--- src/hdl/dcla_pkg.sv ---
// Shared types and constants for the d-choice least-loaded bin allocator.
// No dependencies; imported by dcla_ctrl, dcla_dp and the top level.
`timescale 1ns / 1ps

package dcla_pkg;

	// fixed field widths
	localparam int IDX_W      = 9;
	localparam int COIN_W     = 16;
	localparam int OUT_LOAD_W = 24;
	localparam int BETA_W     = 17;
	localparam int BINS_W     = 10;
	localparam int CFG_IDX_W  = 2;
	localparam int CFG_DATA_W = 17;
	localparam int S_TDATA_W  = 32;
	localparam int M_TDATA_W  = 40;
	localparam int M_TUSER_W  = 2;

	// defaults for the top-level parameters
	localparam int DEF_NUM_BINS  = 512;
	localparam int DEF_LOAD_BITS = 24;

	// configuration register indexes
	localparam logic [CFG_IDX_W-1:0] REG_POLICY = 2'd0;
	localparam logic [CFG_IDX_W-1:0] REG_BETA   = 2'd1;
	localparam logic [CFG_IDX_W-1:0] REG_BINS   = 2'd2;

	// request kinds carried in s_tuser
	localparam logic CMD_CLEAR = 1'b0;
	localparam logic CMD_CAND  = 1'b1;

	// policy codes
	localparam logic POL_MIN  = 1'b0;
	localparam logic POL_BETA = 1'b1;

	// controller -> datapath
	typedef struct packed {
		logic capture;    // latch request fields, start load read
		logic lookup;     // compare candidate, update best / ball state
		logic commit;     // increment chosen bin, load result register
		logic sweep;      // write one zero during the clearing pass
		logic clear_res;  // load clear acknowledge, drop any open ball
	} dp_cmd_t;

	// datapath -> controller
	typedef struct packed {
		logic finish;     // ball closes on this candidate
		logic sweep_done; // last entry of the clearing pass
	} dp_stat_t;

endpackage

--- src/hdl/dcla_ctrl.sv ---
// Controller FSM for the bin allocator: sequences lookup, commit and clearing.
// Depends on dcla_pkg; drives dcla_dp through dp_cmd_t.
`timescale 1ns / 1ps

module dcla_ctrl (
	input  logic              clk,
	input  logic              arst_n,
	input  logic              s_tvalid,
	output logic              s_tready,
	input  logic              s_tuser,
	output logic              m_tvalid,
	input  logic              m_tready,
	output dcla_pkg::dp_cmd_t cmd,
	input  dcla_pkg::dp_stat_t stat
);
	import dcla_pkg::*;

	typedef enum logic [1:0] {
		ST_IDLE,
		ST_LOOK,
		ST_FIN,
		ST_SWEEP
	} state_t;

	state_t state_q;
	logic   ack_q;       // clearing pass was started by a clear request
	logic   res_valid_q;
	logic   accept;

	assign s_tready = (state_q == ST_IDLE) && !res_valid_q;
	assign accept   = s_tvalid && s_tready;
	assign m_tvalid = res_valid_q;

	always_comb begin
		cmd.capture   = accept;
		cmd.lookup    = (state_q == ST_LOOK);
		cmd.commit    = (state_q == ST_FIN);
		cmd.sweep     = (state_q == ST_SWEEP);
		cmd.clear_res = (state_q == ST_SWEEP) && stat.sweep_done && ack_q;
	end

	always_ff @(posedge clk or negedge arst_n) begin
		if (!arst_n) begin
			state_q     <= ST_SWEEP;  // memory is zeroed after reset
			ack_q       <= 1'b0;
			res_valid_q <= 1'b0;
		end else begin
			if (res_valid_q && m_tready)
				res_valid_q <= 1'b0;
			case (state_q)
				ST_IDLE: begin
					if (accept) begin
						if (s_tuser == CMD_CLEAR) begin
							state_q <= ST_SWEEP;
							ack_q   <= 1'b1;
						end else begin
							state_q <= ST_LOOK;
						end
					end
				end
				ST_LOOK: begin
					state_q <= stat.finish ? ST_FIN : ST_IDLE;
				end
				ST_FIN: begin
					res_valid_q <= 1'b1;
					state_q     <= ST_IDLE;
				end
				ST_SWEEP: begin
					if (stat.sweep_done) begin
						if (ack_q)
							res_valid_q <= 1'b1;
						ack_q   <= 1'b0;
						state_q <= ST_IDLE;
					end
				end
				default: state_q <= ST_IDLE;
			endcase
		end
	end

endmodule

--- config.mk ---
export PLATFORM = sky130hd
export DESIGN_NAME = dcla_ctrl
export DESIGN_NICKNAME = d
export VERILOG_FILES = /design/src/hdl/dcla_pkg.sv /design/src/hdl/dcla_ctrl.sv
export SDC_FILE = /design/constraint.sdc
export NUM_CORES = 1
export LEC_CHECK = 0
export BUFFER_PORTS_ARGS = -buffer_cell sky130_fd_sc_hd__clkbuf_2
export CAP_MARGIN = 15
export CELL_PAD_IN_SITES_DETAIL_PLACEMENT = 2
export CELL_PAD_IN_SITES_GLOBAL_PLACEMENT = 2
export CORE_AREA = 10 10 47 49
export DETAILED_ROUTE_END_ITERATION = 8
export DIE_AREA = 0 0 57 59
export PLACE_DENSITY = 0.72
export SLEW_MARGIN = 30
export SYNTH_ARGS = -nofsm -noshare
export SYNTH_HDL_FRONTEND = slang
export SYNTH_SLANG_ARGS = --single-unit
--- constraint.sdc ---
create_clock -name clk -period 1.45 [get_ports clk]
set_input_delay 0.0725 -clock clk [delete_from_list [all_inputs] [get_ports clk]]
set_output_delay 0.0725 -clock clk [all_outputs]
set_load 0.02 [all_outputs]
==> results.json <==
{
  "status": "finished clean",
  "clkTransAtPathRegs_ns": 0.04,
  "yosys.area.top_type": "dfstp_2",
  "relSlewSlack": 0.885,
  "setup_viol": 0,
  "drt-initial-drc-count": 1,
  "start_util": 0.165,
  "die_x_um": 57,
  "viasPerCell": 4.12,
  "crit_slowest_cell": "or4b_4",
  "hp-start": "stat[0]",
  "drv_slew": 0,
  "multi_input_area_um2": 106,
  "setup.worst_path.start_class": "register",
  "antenna_found_initial": 0,
  "fin_worst_skew_ns": 0.00576,
  "rsz0062_at_grt": "true",
  "grt_max_degree": 8,
  "leakagePower_nw": 0.218,
  "grt_overflow": 0,
  "coreArea_mm2": 0.00140,
  "async_flop_share": 1.00,
  "critPathKind": "reg -> out",
  "area_growth_pct": 68.1,
  "arrival_ns": 1.35,
  "vias": 247,
  "path_max_fanout": 5,
  "cts_root_buf": "clkbuf_4",
  "fin_crit_sh": 0.981,
  "postRouteWirelength_um": 795,
  "powerDensity_mw_per_mm2": 2250,
  "ys_ff_latch": 4,
  "nFillCells": 180,
  "cts_num_sinks": 4,
  "finish.utilization": 0.278,
  "fmax_mhz": 703,
  "yosysMostFrequentCell": "inv_1",
  "worst_pin_slew_ns": 0.171,
  "cts_made_buffers": 3,
  "clock_latency_ns": 0.24,
  "whs_ns": 0.0478,
  "yosys-top-cells-count": "4 x inv_1, 3 x nand2_1, 2 x dfrtp_1, 2 x dfstp_2",
  "synthesis.nets": 30,
  "track_usage": 0.0472,
  "path_cells": "or4b_4, inv_2, buf_8",
  "wl_per_cell_um": 13.3,
  "synth_flop_cell": "dfstp_2",
  "cp-end-kind": "primary output",
  "setup_ws_ns": 0.0278,
  "die_area_mm2": 0.00336,
  "maxCapViolCount": 0,
  "cp.required_ns": 1.38,
  "ctsHtreeMaxLevel": 1,
  "antenna_left": 0,
  "synth-edff-count": 0,
  "fin_crit_ns": 1.42,
  "slowest_delay_ns": 0.54,
  "avgSynthCellArea_um2": 10.1,
  "grt_pass1_vias": 283,
  "startpoint": "state_q[0]$_DFFE_PN1P_",
  "tritoncts": "yes",
  "detailedPlace.worstSlack_ns": 0.173,
  "hpwl_um": 610,
  "finalHoldViolCount": 0,
  "netlist_instances": 23,
  "max-vdd-ir-drop_mv": 0.576,
  "power.total_mw": 0.876,
  "grt_pass1_wl_mm": 1.26,
  "yosysTopAreaCellShare": 0.227,
  "yosysSeqAreaShare": 0.443,
  "ys_types": 16,
  "ys_warn_count": 0,
  "place.gp.congestion": 0.727,
  "drc": 0,
  "min_path_type": "in -> reg",
  "r2r-start": "state_q[0]$_DFFE_PN1P_",
  "clockBufferDepth": 2,
  "ios": 14,
  "layout-drive-gt1-share": 0.636,
  "register_area_um2": 103,
  "drtPass1Iterations": 2,
  "diodes": 0,
  "final_nets": 53,
  "die_h_um": 59,
  "netlist_area_um2": 231,
  "synthTopCellsByArea": "dfstp_2 23%, dfrtp_1 22%, a2bb2oi_2 6.5%",
  "port_buffers": 13,
  "rows": 14
}
==> report_power, final <==
part	internal, mW	leakage (nW)	total, mW	switching, mW
sequential	0.180	0.0434	0.241	0.0608
clock	0.0926	0.0138	0.138	0.0458
combinational	0.251	0.161	0.496	0.245
total	0.524	0.218	0.876	0.352
==> area by class of cell <==
cell class / count / share of cell area
well taps: 16 / 0.0514
flip-flops and latches: 4 / 0.264
multi-input cells: 14 / 0.273
repair buffers: 19 / 0.315
inverters: 4 / 0.0386
clock buffers: 3 / 0.0579
==> state kept, by name, summed over array words and instances, names as in the netlist <==
name      count
state_q       2
m_tvalid      1
ack_q         1
==> kinds of logic (layout without fill, tap and decap cells) <==
| family | count (synthesis) | after routing | share of synthesized area |
|---|---|---|---|
| simple gates | 9 | 9 | 0.259 |
| flops | 4 | 4 | 0.443 |
| buf+inv | 5 | 26 | 0.0973 |
| mux | 1 | 1 | 0.0432 |
| compound gates | 4 | 4 | 0.157 |
==> worst paths after layout <==
| kind | end | slack (ns) | cells past startpoint |
|---|---|---|---|
| max | cmd[4] | 0.03 | 3 |
| min | state_q[0]$_DFFE_PN1P_ | 0.05 | 2 |
| max reg2reg | ack_q$_DFFE_PN0P_ | 0.06 | 4 |
| min reg2reg | ack_q$_DFFE_PN0P_ | 0.54 | 1 |
| max in group asynchronous | state_q[1]$_DFFE_PN1P_ | 1.05 | 2 |
| min in group asynchronous | ack_q$_DFFE_PN0P_ | 0.18 | 2 |
==> through the flow <==
| step | instances | cell area [um2] | setup TNS [ns] |
|---|---|---|---|
| 2_1_floorplan | 23 | 231 | 0 |
| 3_3_place_gp | 51 | 309 | 0 |
| 3_5_place_dp | 51 | 309 | 0 |
| 4_1_cts | 56 | 358 | -0.0170 |
| 5_1_grt | 60 | 389 | -0.00803 |
| 6_report | 60 | 389 | 0 |
==> per-layer routing <==
metal,share of wire,track usage
met1,0.41,0.0526
met2,0.45,0.0636
met3,0.11,0.0258
met4,0.029,0.0403
met5,0,0
==> worst max-delay path, delay by kind of cell (launching register included) <==
family                 cells  cell delay, ns
and+or+nand+nor            1            0.54
DFF                        1            0.38
buffers and inverters      2            0.18
==> timing repair <==
item / 4_1_cts / 5_1_grt
pin swaps: 1 / 1
endpoints found under the hold margin: 4 / 0
endpoints found under the setup margin: 1 / 2
hold buffers: 1 / 0
gates resized for setup: 3 / 1
buffers inserted: 1 / 4
==> cell usage in the layout (no fill, tap or decap) <==
cell	n
a21o_1	1
a22o_1	1
a2bb2oi_2	1
and2b_2	1
buf_4	5
buf_8	1
clkbuf_2	12
clkbuf_4	3
dfrtp_1	2
dfstp_2	2
dlygate4sd3_1	1
inv_1	3
inv_2	1
mux2i_1	1
nand2_1	3
nor2_1	1
nor2_4	1
nor2b_1	1
nor3_1	1
o21ai_1	1
or4b_4	1
Note: power is estimated with default switching activity, not from simulation.
